<file path="src/rtl/krt_pkg.sv">
// Shared types, constants and a helper function of the keyed record table.
`default_nettype none

package krt_pkg;

   // Field widths of one request and one response item.
   localparam int KEY_W          = 32;
   localparam int NAME_W         = 56;
   localparam int SCORE_W        = 32;
   localparam int NAME_MAX_BYTES = NAME_W / 8;

   // Default table geometry.
   localparam int DEF_TABLE_DEPTH = 16;
   localparam int DEF_NAME_BYTES  = 7;

   // Depth of the command queue between the front end and the engine.
   localparam int QUEUE_DEPTH = 2;

   typedef enum logic [1:0] {
      FUNC_INSERT = 2'd0,
      FUNC_DELETE = 2'd1,
      FUNC_LOOKUP = 2'd2,
      FUNC_UPDATE = 2'd3
   } func_type;

   typedef enum logic [1:0] {
      STATUS_OK        = 2'd0,
      STATUS_DUP       = 2'd1,
      STATUS_FULL      = 2'd2,
      STATUS_NOT_FOUND = 2'd3
   } status_type;

   typedef struct packed {
      func_type                   func;
      logic signed [KEY_W-1:0]    key;
      logic [NAME_W-1:0]          name_chars;
      logic signed [SCORE_W-1:0]  score_in;
   } req_type;

   typedef struct packed {
      status_type                 status;
      logic                       hit;
      logic [NAME_W-1:0]          name_out;
      logic signed [SCORE_W-1:0]  score_out;
   } rsp_type;

   typedef enum logic [2:0] {
      BK_CLEAR,
      BK_IDLE,
      BK_SCAN,
      BK_DRAIN,
      BK_EXEC,
      BK_FETCH
   } back_state_type;

   // Keep at most nbytes name bytes; the first zero byte ends the name.
   function automatic logic [NAME_W-1:0] cut_name(input logic [NAME_W-1:0] raw,
                                                  input int nbytes);
      logic [NAME_W-1:0] kept;
      logic              alive;
      kept  = '0;
      alive = 1'b1;
      for (int i = 0; i < NAME_MAX_BYTES; i++) begin
         if (i >= nbytes || raw[8*i +: 8] == 8'h00) begin
            alive = 1'b0;
         end
         if (alive) begin
            kept[8*i +: 8] = raw[8*i +: 8];
         end
      end
      return kept;
   endfunction

endpackage

`default_nettype wire

</file>
<file path="src/rtl/krt_ram.sv">
// Generic single-write, single-read RAM with a registered read port.
`default_nettype none

module krt_ram #(
   parameter int  WIDTH  = 8,
   parameter int  DEPTH  = 16,
   localparam int ADDR_W = (DEPTH > 1) ? $clog2(DEPTH) : 1
) (
   input  wire logic              clock,
   input  wire logic              we,
   input  wire logic [ADDR_W-1:0] waddr,
   input  wire logic [WIDTH-1:0]  wdata,
   input  wire logic [ADDR_W-1:0] raddr,
   output logic      [WIDTH-1:0]  rdata
);

   logic [WIDTH-1:0] mem_ff [DEPTH];
   logic [WIDTH-1:0] rdata_ff;

   // Write port and registered read port.
   always_ff @(posedge clock) begin
      if (we) begin
         mem_ff[waddr] <= wdata;
      end
      rdata_ff <= mem_ff[raddr];
   end

   assign rdata = rdata_ff;

endmodule

`default_nettype wire

</file>
<file path="src/rtl/krt_front.sv">
// Front end: accepts request items, trims names and drops unused fields.
`default_nettype none

module krt_front
   import krt_pkg::*;
#(
   parameter int NAME_BYTES = DEF_NAME_BYTES
) (
   input  wire logic    req_valid,
   output logic         req_stall,
   input  wire req_type req_data,
   input  wire logic    q_full,
   input  wire logic    clearing,
   output logic         push,
   output req_type      push_data
);

   // Hold requests off while the queue is full or the table is being cleared.
   assign req_stall = q_full || clearing;
   assign push      = req_valid && !req_stall;

   // Keep only the fields that the operation uses.
   always_comb begin
      push_data            = req_data;
      push_data.name_chars = '0;
      push_data.score_in   = '0;
      case (req_data.func)
         FUNC_INSERT: begin
            push_data.name_chars = cut_name(req_data.name_chars, NAME_BYTES);
            push_data.score_in   = req_data.score_in;
         end
         FUNC_UPDATE: begin
            push_data.score_in = req_data.score_in;
         end
         default: begin
         end
      endcase
   end

endmodule

`default_nettype wire

</file>
<file path="src/rtl/krt_queue.sv">
// Short command queue between the front end and the table engine.
`default_nettype none

module krt_queue
   import krt_pkg::*;
(
   input  wire logic    clock,
   input  wire logic    reset,
   input  wire logic    push,
   input  wire req_type push_data,
   output logic         full,
   input  wire logic    pop,
   output logic         avail,
   output req_type      pop_data
);

   localparam int PTR_W = (QUEUE_DEPTH > 1) ? $clog2(QUEUE_DEPTH) : 1;
   localparam int CNT_W = $clog2(QUEUE_DEPTH + 1);

   req_type           entry_ff [QUEUE_DEPTH];
   logic [PTR_W-1:0]  wr_ptr_ff, wr_ptr_in;
   logic [PTR_W-1:0]  rd_ptr_ff, rd_ptr_in;
   logic [CNT_W-1:0]  count_ff, count_in;

   assign full     = (count_ff == CNT_W'(QUEUE_DEPTH));
   assign avail    = (count_ff != '0);
   assign pop_data = entry_ff[rd_ptr_ff];

   // Pointer and fill count updates.
   always_comb begin
      wr_ptr_in = wr_ptr_ff;
      rd_ptr_in = rd_ptr_ff;
      count_in  = count_ff;
      if (push) begin
         wr_ptr_in = (wr_ptr_ff == PTR_W'(QUEUE_DEPTH - 1)) ? '0 : wr_ptr_ff + 1'b1;
      end
      if (pop) begin
         rd_ptr_in = (rd_ptr_ff == PTR_W'(QUEUE_DEPTH - 1)) ? '0 : rd_ptr_ff + 1'b1;
      end
      if (push && !pop) begin
         count_in = count_ff + 1'b1;
      end else if (pop && !push) begin
         count_in = count_ff - 1'b1;
      end
   end

   always_ff @(posedge clock) begin
      if (reset) begin
         wr_ptr_ff <= '0;
         rd_ptr_ff <= '0;
         count_ff  <= '0;
      end else begin
         wr_ptr_ff <= wr_ptr_in;
         rd_ptr_ff <= rd_ptr_in;
         count_ff  <= count_in;
      end
   end

   // Entry storage needs no reset.
   always_ff @(posedge clock) begin
      if (push) begin
         entry_ff[wr_ptr_ff] <= push_data;
      end
   end

endmodule

`default_nettype wire

</file>
<file path="src/rtl/krt_back.sv">
// Table engine: scans the tag memory for the key, then inserts, deletes, reads or updates.
`default_nettype none

module krt_back
   import krt_pkg::*;
#(
   parameter int TABLE_DEPTH = DEF_TABLE_DEPTH
) (
   input  wire logic    clock,
   input  wire logic    reset,
   input  wire logic    q_avail,
   input  wire req_type q_data,
   output logic         q_pop,
   output logic         clearing,
   output logic         rsp_valid,
   input  wire logic    rsp_stall,
   output rsp_type      rsp_data
);

   localparam int IDX_W = (TABLE_DEPTH > 1) ? $clog2(TABLE_DEPTH) : 1;
   localparam int TAG_W = KEY_W + 1;
   localparam logic [IDX_W-1:0] LAST_IDX = IDX_W'(TABLE_DEPTH - 1);

   back_state_type     state_ff, state_in;
   logic [IDX_W-1:0]   addr_ff, addr_in;
   req_type            cmd_ff, cmd_in;
   logic               chk_vld_ff, chk_vld_in;
   logic [IDX_W-1:0]   chk_idx_ff, chk_idx_in;
   logic               found_ff, found_in;
   logic [IDX_W-1:0]   found_idx_ff, found_idx_in;
   logic               free_ff, free_in;
   logic [IDX_W-1:0]   free_idx_ff, free_idx_in;
   logic               rsp_valid_ff, rsp_valid_in;
   rsp_type            rsp_ff, rsp_in;

   logic               last;
   logic               out_free;
   logic               done;
   logic               tag_hit;
   logic               lookup_hit;
   status_type         status;

   logic               tag_we;
   logic [IDX_W-1:0]   tag_waddr;
   logic [TAG_W-1:0]   tag_wdata;
   logic [TAG_W-1:0]   tag_rdata;
   logic               name_we;
   logic [NAME_W-1:0]  name_rdata;
   logic               score_we;
   logic [IDX_W-1:0]   score_waddr;
   logic [SCORE_W-1:0] score_rdata;

   // Tag memory holds the valid mark above the key.
   krt_ram #(.WIDTH(TAG_W), .DEPTH(TABLE_DEPTH)) u_tag_ram (
      .clock (clock),
      .we    (tag_we),
      .waddr (tag_waddr),
      .wdata (tag_wdata),
      .raddr (addr_ff),
      .rdata (tag_rdata)
   );

   krt_ram #(.WIDTH(NAME_W), .DEPTH(TABLE_DEPTH)) u_name_ram (
      .clock (clock),
      .we    (name_we),
      .waddr (free_idx_ff),
      .wdata (cmd_ff.name_chars),
      .raddr (found_idx_ff),
      .rdata (name_rdata)
   );

   krt_ram #(.WIDTH(SCORE_W), .DEPTH(TABLE_DEPTH)) u_score_ram (
      .clock (clock),
      .we    (score_we),
      .waddr (score_waddr),
      .wdata (cmd_ff.score_in),
      .raddr (found_idx_ff),
      .rdata (score_rdata)
   );

   assign last       = (addr_ff == LAST_IDX);
   assign out_free   = !rsp_valid_ff || !rsp_stall;
   assign tag_hit    = tag_rdata[KEY_W] && (tag_rdata[KEY_W-1:0] == cmd_ff.key);
   assign lookup_hit = (cmd_ff.func == FUNC_LOOKUP) && found_ff;
   assign clearing   = (state_ff == BK_CLEAR);
   assign rsp_valid  = rsp_valid_ff;
   assign rsp_data   = rsp_ff;

   // Next state.
   always_comb begin
      state_in = state_ff;
      case (state_ff)
         BK_CLEAR: begin
            if (last) begin
               state_in = BK_IDLE;
            end
         end
         BK_IDLE: begin
            if (q_avail) begin
               state_in = BK_SCAN;
            end
         end
         BK_SCAN: begin
            if (last) begin
               state_in = BK_DRAIN;
            end
         end
         BK_DRAIN: begin
            state_in = BK_EXEC;
         end
         BK_EXEC: begin
            if (lookup_hit) begin
               state_in = BK_FETCH;
            end else if (out_free) begin
               state_in = BK_IDLE;
            end
         end
         BK_FETCH: begin
            if (out_free) begin
               state_in = BK_IDLE;
            end
         end
         default: begin
            state_in = BK_IDLE;
         end
      endcase
   end

   // Result status of the current command from the scan outcome.
   always_comb begin
      case (cmd_ff.func)
         FUNC_INSERT: begin
            if (found_ff) begin
               status = STATUS_DUP;
            end else if (free_ff) begin
               status = STATUS_OK;
            end else begin
               status = STATUS_FULL;
            end
         end
         default: begin
            status = found_ff ? STATUS_OK : STATUS_NOT_FOUND;
         end
      endcase
   end

   // Outputs: queue pop, scan counters, memory writes and the done flag.
   always_comb begin
      q_pop        = 1'b0;
      cmd_in       = cmd_ff;
      addr_in      = addr_ff;
      chk_vld_in   = 1'b0;
      chk_idx_in   = addr_ff;
      found_in     = found_ff;
      found_idx_in = found_idx_ff;
      free_in      = free_ff;
      free_idx_in  = free_idx_ff;
      tag_we       = 1'b0;
      tag_waddr    = addr_ff;
      tag_wdata    = '0;
      name_we      = 1'b0;
      score_we     = 1'b0;
      score_waddr  = found_idx_ff;
      done         = 1'b0;

      // Check stage: one tag word arrives per cycle during the scan.
      if (chk_vld_ff) begin
         if (tag_hit && !found_ff) begin
            found_in     = 1'b1;
            found_idx_in = chk_idx_ff;
         end
         if (!tag_rdata[KEY_W] && !free_ff) begin
            free_in     = 1'b1;
            free_idx_in = chk_idx_ff;
         end
      end

      case (state_ff)
         BK_CLEAR: begin
            tag_we  = 1'b1;
            addr_in = last ? '0 : addr_ff + 1'b1;
         end
         BK_IDLE: begin
            addr_in = '0;
            if (q_avail) begin
               q_pop    = 1'b1;
               cmd_in   = q_data;
               found_in = 1'b0;
               free_in  = 1'b0;
            end
         end
         BK_SCAN: begin
            chk_vld_in = 1'b1;
            addr_in    = last ? '0 : addr_ff + 1'b1;
         end
         BK_EXEC: begin
            if (out_free && !lookup_hit) begin
               done = 1'b1;
               case (cmd_ff.func)
                  FUNC_INSERT: begin
                     if (!found_ff && free_ff) begin
                        tag_we      = 1'b1;
                        tag_waddr   = free_idx_ff;
                        tag_wdata   = {1'b1, cmd_ff.key};
                        name_we     = 1'b1;
                        score_we    = 1'b1;
                        score_waddr = free_idx_ff;
                     end
                  end
                  FUNC_DELETE: begin
                     if (found_ff) begin
                        tag_we    = 1'b1;
                        tag_waddr = found_idx_ff;
                        tag_wdata = {1'b0, cmd_ff.key};
                     end
                  end
                  FUNC_UPDATE: begin
                     score_we = found_ff;
                  end
                  default: begin
                  end
               endcase
            end
         end
         BK_FETCH: begin
            done = out_free;
         end
         default: begin
         end
      endcase
   end

   // Output register: loads a finished result, drops it once taken.
   always_comb begin
      rsp_valid_in = rsp_valid_ff;
      rsp_in       = rsp_ff;
      if (done) begin
         rsp_valid_in     = 1'b1;
         rsp_in.status    = status;
         rsp_in.hit       = found_ff;
         rsp_in.name_out  = (state_ff == BK_FETCH) ? name_rdata : '0;
         rsp_in.score_out = (state_ff == BK_FETCH) ? score_rdata : '0;
      end else if (!rsp_stall) begin
         rsp_valid_in = 1'b0;
      end
   end

   always_ff @(posedge clock) begin
      if (reset) begin
         state_ff     <= BK_CLEAR;
         addr_ff      <= '0;
         chk_vld_ff   <= 1'b0;
         found_ff     <= 1'b0;
         free_ff      <= 1'b0;
         rsp_valid_ff <= 1'b0;
      end else begin
         state_ff     <= state_in;
         addr_ff      <= addr_in;
         chk_vld_ff   <= chk_vld_in;
         found_ff     <= found_in;
         free_ff      <= free_in;
         rsp_valid_ff <= rsp_valid_in;
      end
   end

   // Payload registers.
   always_ff @(posedge clock) begin
      cmd_ff       <= cmd_in;
      chk_idx_ff   <= chk_idx_in;
      found_idx_ff <= found_idx_in;
      free_idx_ff  <= free_idx_in;
      rsp_ff       <= rsp_in;
   end

   // A slot is marked valid only by an insert that found the key absent and a free slot.
   assert property (@(posedge clock) disable iff (reset)
      (tag_we && tag_wdata[KEY_W]) |-> (state_ff == BK_EXEC && free_ff && !found_ff))
      else $error("insert wrote a slot without a clean scan");

   // The memory read for a lookup is taken only after a hit.
   assert property (@(posedge clock) disable iff (reset)
      (state_ff == BK_FETCH) |-> (found_ff && cmd_ff.func == FUNC_LOOKUP))
      else $error("fetch state entered without a lookup hit");

   // The scan pipeline is empty once the command executes.
   assert property (@(posedge clock) disable iff (reset)
      (state_ff == BK_EXEC) |-> !chk_vld_ff)
      else $error("scan still in flight at execute");

   // A matching tag seen by the check stage is recorded.
   assert property (@(posedge clock) disable iff (reset)
      (chk_vld_ff && tag_hit) |=> found_ff)
      else $error("key match lost by the scan");

   // No command leaves the queue and no response is valid during the clearing pass.
   assert property (@(posedge clock) disable iff (reset)
      (state_ff == BK_CLEAR) |-> (!q_pop && !rsp_valid_ff))
      else $error("activity during clearing pass");

endmodule

`default_nettype wire

</file>
<file path="src/rtl/keyed_record_table_top.sv">
// Keyed record table: insert, delete, lookup and score update over a scanned table.
//
// Each request item does one operation on a table of TABLE_DEPTH records. The engine
// scans the tag memory one entry per cycle; a lookup that hits needs one more memory
// read for name and score. A two-entry command queue lets new items be accepted while
// the engine is busy. The result register holds a finished response while the engine
// scans for the next item, but a response that is still waiting holds the engine at its
// final step. After reset a clearing pass over every entry empties the table; requests
// are stalled until it ends. Names keep at most NAME_BYTES bytes, cut at the first zero.
`default_nettype none

module keyed_record_table_top
   import krt_pkg::*;
#(
   parameter int TABLE_DEPTH = DEF_TABLE_DEPTH,
   parameter int NAME_BYTES  = DEF_NAME_BYTES
) (
   input  wire logic    clock,
   input  wire logic    reset,
   input  wire logic    req_valid,
   output logic         req_stall,
   input  wire req_type req_data,
   output logic         rsp_valid,
   input  wire logic    rsp_stall,
   output rsp_type      rsp_data
);

   logic    push;
   req_type push_data;
   logic    q_full;
   logic    q_avail;
   logic    q_pop;
   req_type q_data;
   logic    clearing;

   krt_front #(.NAME_BYTES(NAME_BYTES)) u_front (
      .req_valid (req_valid),
      .req_stall (req_stall),
      .req_data  (req_data),
      .q_full    (q_full),
      .clearing  (clearing),
      .push      (push),
      .push_data (push_data)
   );

   krt_queue u_queue (
      .clock     (clock),
      .reset     (reset),
      .push      (push),
      .push_data (push_data),
      .full      (q_full),
      .pop       (q_pop),
      .avail     (q_avail),
      .pop_data  (q_data)
   );

   krt_back #(.TABLE_DEPTH(TABLE_DEPTH)) u_back (
      .clock     (clock),
      .reset     (reset),
      .q_avail   (q_avail),
      .q_data    (q_data),
      .q_pop     (q_pop),
      .clearing  (clearing),
      .rsp_valid (rsp_valid),
      .rsp_stall (rsp_stall),
      .rsp_data  (rsp_data)
   );

endmodule

`default_nettype wire
</file>
<file path="config.mk">
export PLATFORM = sky130hd
export DESIGN_NAME = keyed_record_table_top
export DESIGN_NICKNAME = d
export VERILOG_FILES = /design/src/rtl/krt_pkg.sv /design/src/rtl/krt_ram.sv /design/src/rtl/krt_front.sv /design/src/rtl/krt_queue.sv /design/src/rtl/krt_back.sv /design/src/rtl/keyed_record_table_top.sv
export SDC_FILE = /design/constraint.sdc
export NUM_CORES = 2
export LEC_CHECK = 0
export BUFFER_PORTS_ARGS = -buffer_cell sky130_fd_sc_hd__buf_2
export CORE_MARGIN = 10
export CORE_UTILIZATION = 50
export DETAILED_ROUTE_END_ITERATION = 16
export GPL_ROUTABILITY_DRIVEN = 0
export PLACE_DENSITY = 0.66
export SLEW_MARGIN = 20
export SYNTH_ARGS = -nofsm -noshare
export SYNTH_HDL_FRONTEND = slang
export SYNTH_SLANG_ARGS = --single-unit
</file>
<file path="constraint.sdc">
create_clock -name clock -period 10.85 [get_ports clock]
set_clock_uncertainty 0.2 [all_clocks]
set_input_delay 1.6275 -clock clock [delete_from_list [all_inputs] [get_ports clock]]
set_output_delay 1.6275 -clock clock [all_outputs]
set_load 0.005 [all_outputs]
</file>
# Word-level counts from Yosys, hierarchy flattened
# Memories as Yosys holds them, arrays and structs flattened. A register that Yosys moved wholly into a read port is not among the register bits.
# Index checks and enable logic that the tools add are counted.
# classes
n_addsub,5
n_reduce_logical,39
n_eq_ne,16
muxes,87
# op_table
op,count
$mux 33,3
$pmux 33 s2,1
$mux 32,2
$logic_not 8->1,7
$mux 56,1
$mux 8,7
$mux 1,46
$mux 4,9
$eq 32x32->1,1
$pmux 3 s6,1
$pmux 4 s2,2
$mux 3,5
$mux 2,6
$logic_and 1x1->1,9
$logic_not 1->1,9
$eq 2x2->1 const B,4
$pmux 1 s2,4
$eq 3x2->1 const B,2
$eq 3x3->1 const B,2
$ne 2x1->1 const B,3
$reduce_and 2->1,3
$reduce_bool 2->1,3
$add 4x1->4 const B,1
$eq 4x4->1 const B,1
other kinds (11),15
# word_totals
inputBits,126
register_bits,118
ram_bits,2180
n_memories,4
# mem_list
name,depth,width,read_ports,rd_ports_with_merged_regs,write_ports,line_no,rtl
u_back.u_name_ram.mem_ff,16,56,1,1,1,krt_ram.sv:17,logic [WIDTH-1:0] mem_ff [DEPTH];
u_back.u_tag_ram.mem_ff,16,33,1,1,1,krt_ram.sv:17,
u_back.u_score_ram.mem_ff,16,32,1,1,1,krt_ram.sv:17,
u_queue.entry_ff,2,122,1,1,1,krt_queue.sv:20,req_type entry_ff [QUEUE_DEPTH];

# Logic depth before layout (Yosys ltp)
# depth
word_depth,17
depth_mapped,10
depth_no_buf,8

# By module
# From an unflattened synthesis, not the netlist that was laid out.
# hier_totals
hier_cells,4213
area_unflattened_um2,94221.6
# modules_own_cells
mod,seq_area_each_um2,n_inst,cells_each,area_per_inst_um2
krt_ram (u_back.u_name_ram),28026.9,1,1445,34678.3
krt_ram (u_back.u_tag_ram),16515.8,1,864,20631.0
krt_ram (u_back.u_score_ram),16015.4,1,838,19835.3
krt_queue,7427.1,1,402,9345.2
krt_back,6936.7,1,508,8707.1
krt_front,0.0,1,156,1024.7

# Worst setup path before layout
# Ideal clock, no wire load.
# synth_path
path_type,input to register
from,in rsp_stall
to,"reg u_back.rsp_ff (netlist bit u_back.rsp_data[0]), enable pin"
setup_slack_ps,1642
n_path_buf,0
setup_ps,680
required_time_ps,9970
cell_stages,2
arrival_time_ps,8328
path_cell_list,nand2_1 -> a21boi_0
# synth_via
elab_chain_cells,5
# synth_lines
item,line_no,rtl
from (decl),keyed_record_table_top.sv:24,"input wire logic rsp_stall,"
$logic_not 1->1 *,krt_back.sv:82,assign out_free = !rsp_valid_ff || !rsp_stall;
$logic_or 1x1->1 *,krt_back.sv:82,
$logic_and 1x1->1,krt_back.sv:197,if (out_free && !lookup_hit) begin
$mux 1,krt_back.sv:197,
$pmux 1 s2 *,krt_back.sv:178,case (state_ff)
named net u_back.done,krt_back.sv:38,logic done;
to (signal assigned),krt_back.sv:272,rsp_ff <= rsp_in;
to (decl),krt_back.sv:34,"rsp_type rsp_ff, rsp_in;"
# Mark *: on every way through the listed nets, which the timed path passes. The rest lies on a longest branch.
# A chain may end at the register's enable or synchronous reset.

# Worst setup path after layout
# layout_path
from,reg u_back.state_ff[2]
to,"mem u_back.u_score_ram.mem_ff[13][12] in the netlist's numbering, enable pin"
# layout_via
elab_chain_cells,4
# layout_lines
item,line_no,rtl
from (decl),krt_back.sv:24,"back_state_type state_ff, state_in;"
from (signal assigned),krt_back.sv:257,state_ff <= state_in;
$eq 3x3->1 *,krt_back.sv:178,
$mux 1,krt_back.sv:178,
$mux 1,krt_ram.sv:22,if (we) begin
$mux 1 (not written as such),krt_ram.sv:23,mem_ff[waddr] <= wdata;
to (decl),krt_ram.sv:17,
# Mark *: on every way between the ends. The rest lies on a longest branch, timed or not.

==> reports/metrics.yaml <==
sta:
  fin_tns_setup_ns: 0
  drv_slew: 0
  max_clock_freq_mhz: 205
  grt_setup_unrepaired: "no"
  layout_min_cycle_time_ns: 4.88
  hold_ws_ns: 0.233
  slew_headroom_pct: 27.9
  finalCritPeriodShare_pct: 45.0
  hold_violations: 0
  worstMarginPinSlew_ns: 1.08
  setup_viol: 0
cts:
  cts.sink_count: 2541
  clockRootBuffer: "clkbuf_16"
  cts_resized: 0
  post-cts-setup-buffers: 0
  clk_pin_slew_ns: 0.06
  cts_made_buffers: 275
  htreeDepth: 5
  cts_tree: "built"
  holdBufCountCts: 0
  clk-insertion-delay-late_ns: 0.91
  clk_path_buf_depth: 4
cells_and_area:
  synthToLayoutAreaGrowth_pct: 14.1
  final_nets: 4471
  final_layout_size_suffix_gt1_share_pct: 32.9
die:
  initial_core_util_pct: 50.4
  die_area_um2: 205000
  fp.dieH_um: 453
  fp-row-count: 158
  top_level_ports: 219
  core_area_um2: 186000
  die_w_um: 453
routing:
  drt_iter0_markers: 4020
  vias: 41400
  wire_per_inst_um: 28.3
  wirelength_mm: 199
  drc_errors: 0
  vias_per_cell: 5.89
  firstDrtPassIters: 5
  ant_nets: 0
global_route:
  grt_first_pass_wirelength_mm: 293
  gr-total-overflow: 0
  grt_max_degree: 150
  grt_pass1_vias: 43200
  antenna_found_initial: 10
  grt_usage_pct: 19.3
placed_design:
  dp_hpwl_mm: 105
  portBuffers: 218
synthesis:
  postSynthCellCount: 3944
  ys_async_sr_fraction_pct: 0
  synth_nets: 4077
  synthFlopType: "edfxtp_1"
  synth_area_um2: 93700
  synth_warnings: 0
  seq_area_frac_synth_pct: 79.9
  ys_types: 59
  syn_avg_cell_area_um2: 23.8
  synth-seq-cells: 2541
  synth-edff-count: 2401
job:
  maxCapViolCount: 0
worst_setup_path:
  rr_startpoint: "u_back.state_ff[2]"
  cp.arrival_ns: 5.17
  r2r-end: "u_back.u_score_ram.mem_ff[13][12]"
  critical_path_class: "flip-flop to flip-flop"
  startpoint: "u_back.state_ff[2]"
  startpoint_type: "flip-flop"
  worst-path-max-fanout: 56
  critical_path_required_ns: 11.14
  end_kind: "flip-flop"
  rr_worst_depth: 6
  rrSetupSlack_ns: 5.97
worst_hold_path:
  hold_class: "flip-flop to flip-flop"
  whs_endpoint: "u_back.free_idx_ff[1]"
  worstHoldStart: "u_back.chk_idx_ff[1]"
  min_path_cells: 0
power:
  p_leak_nw: 34.8
  p_per_area_nw_per_um2: 186
  irDropWorstVdd_v: 0.000120
outcome:
  status: "complete, no violations"
-- kinds of logic after synthesis --
group	synth area share, %
AOI/OAI and AO/OA	0.350
xor gates and xnor gates	0.346
adders and majority gates	0.0935
buffers and inverters	0.909
DFF	79.9
muxes	16.1
and+or+nand+nor	2.29
-- registers in the layout, summed over array words and instances (netlist names), 32 cells and up --
| register | cells |
|---|---|
| u_back.u_tag_ram.rdata | 33 |
| u_back.cmd_ff | 122 |
| u_queue.entry_ff | 244 |
| u_back.u_score_ram.mem_ff | 512 |
| u_back.u_name_ram.mem_ff | 896 |
| u_back.u_score_ram.rdata | 32 |
| u_back.u_tag_ram.mem_ff | 528 |
| u_back.u_name_ram.rdata | 56 |
| u_back.rsp_data | 91 |
-- cells in the mapped netlist, drive strengths merged (7+ instances only) --
cell type / count / area (um2)
xnor2: 32 / 280
buf: 78 / 360
nor2b: 34 / 213
clkbuf: 115 / 432
and3: 113 / 707
mux4: 605 / 13600
mux2: 123 / 1390
dfxtp: 140 / 2800
ha: 7 / 87.6
nand2: 19 / 71.3
and2: 68 / 427
o21ai: 9 / 45.0
nand3: 8 / 40.0
nor4: 13 / 81.3
edfxtp: 2401 / 72100
nor3: 27 / 135
nor2: 50 / 188
nand4: 8 / 50.1
inv: 16 / 60.1
nor3b: 9 / 72.6
-- metrics by stage --
| step | area, um2 | util (%) | setup WS (ns) | power (mW) | std cells |
|---|---|---|---|---|---|
| 6_report | 107000 | 57.5 | 5.97 | 19.9 | 7020 |
| 5_1_grt | 107000 | 57.5 | 5.65 | 20.5 | 7020 |
| 4_1_cts | 107000 | 57.5 | 5.89 | 20.1 | 7013 |
| 3_5_place_dp | 98200 | 52.9 | 5.17 | 11.2 | 6536 |
| 3_3_place_gp | 98200 | 52.8 | 5.26 | 11.2 | 6536 |
| 2_1_floorplan | 93700 | - | 1.64 | 11.1 | 3944 |
-- where the power goes --
group	switching, mW	internal [mW]	leakage [nW]	total, mW
logic	0.157	0.137	6.96	0.294
clock network	3.61	5.28	4.21	8.89
registers	0.0290	10.7	23.7	10.7
-- how the worst max path moves through the flow --
stage	endpoint	slack, ns	depth (start not counted)
global route	u_back.u_score_ram.mem_ff[13][17]	5.65	6
finish	u_back.u_score_ram.mem_ff[13][12]	5.97	6
detailed placement	u_back.u_score_ram.mem_ff[12][15]	5.17	7
CTS	u_back.u_score_ram.mem_ff[12][17]	5.89	6
global placement	u_back.u_score_ram.mem_ff[12][12]	5.26	7
floorplan	u_back.rsp_data[0]	1.64	2
-- placed cells by master, fill, tap and decap left out, types with 5 or more instances in the layout --
cell type,count
nor2b_1,33
nor2_4,31
nand4_1,8
and3_1,112
bufinv_16,18
clkinvlp_4,6
mux4_2,605
nor3_2,18
o21ai_0,5
clkbuf_8,15
inv_1,15
a21oi_1,6
xor2_1,5
clkinv_1,29
edfxtp_1,2401
inv_6,8
nand3_1,8
xnor2_1,32
dfxtp_1,135
clkbuf_1,64
nor4_1,12
a31oi_1,6
buf_4,76
clkbuf_16,281
mux2i_1,6
nor3_1,9
nor3b_1,7
nand2_1,19
mux2_2,122
ha_1,6
clkinv_2,53
and2_1,67
buf_12,7
nor2_1,19
buf_6,7
buf_2,218
-- routing by layer --
layer  global-route usage [%]  vias up  routed length (um)
met4                     6.41        2                6360
met2                     31.5     1404               99300
li1                         -    17400                   -
met5                        0        -                  10
met3                     3.52      372               12400
met1                     26.4    22200               80400
-- critical path, stage by stage, from the launching register on --
cell	delay [ns]
dfxtp_4	0.77
nor3b_2	0.43
nand4_1	0.56
inv_1	0.74
nand3_1	0.49
a21bo_2	0.41
nor2_4	0.82
-- area by class of cell --
class,count,area [um2]
antenna,2,5.00
clock buffer,360,7480
clock inverter,117,1070
fill,13300,78900
inverter,16,60.1
multi-input combinational,1194,18300
sequential,2541,74900
tap,2480,3100
timing repair buffer,310,1940
(Power assumes the default switching activity.)
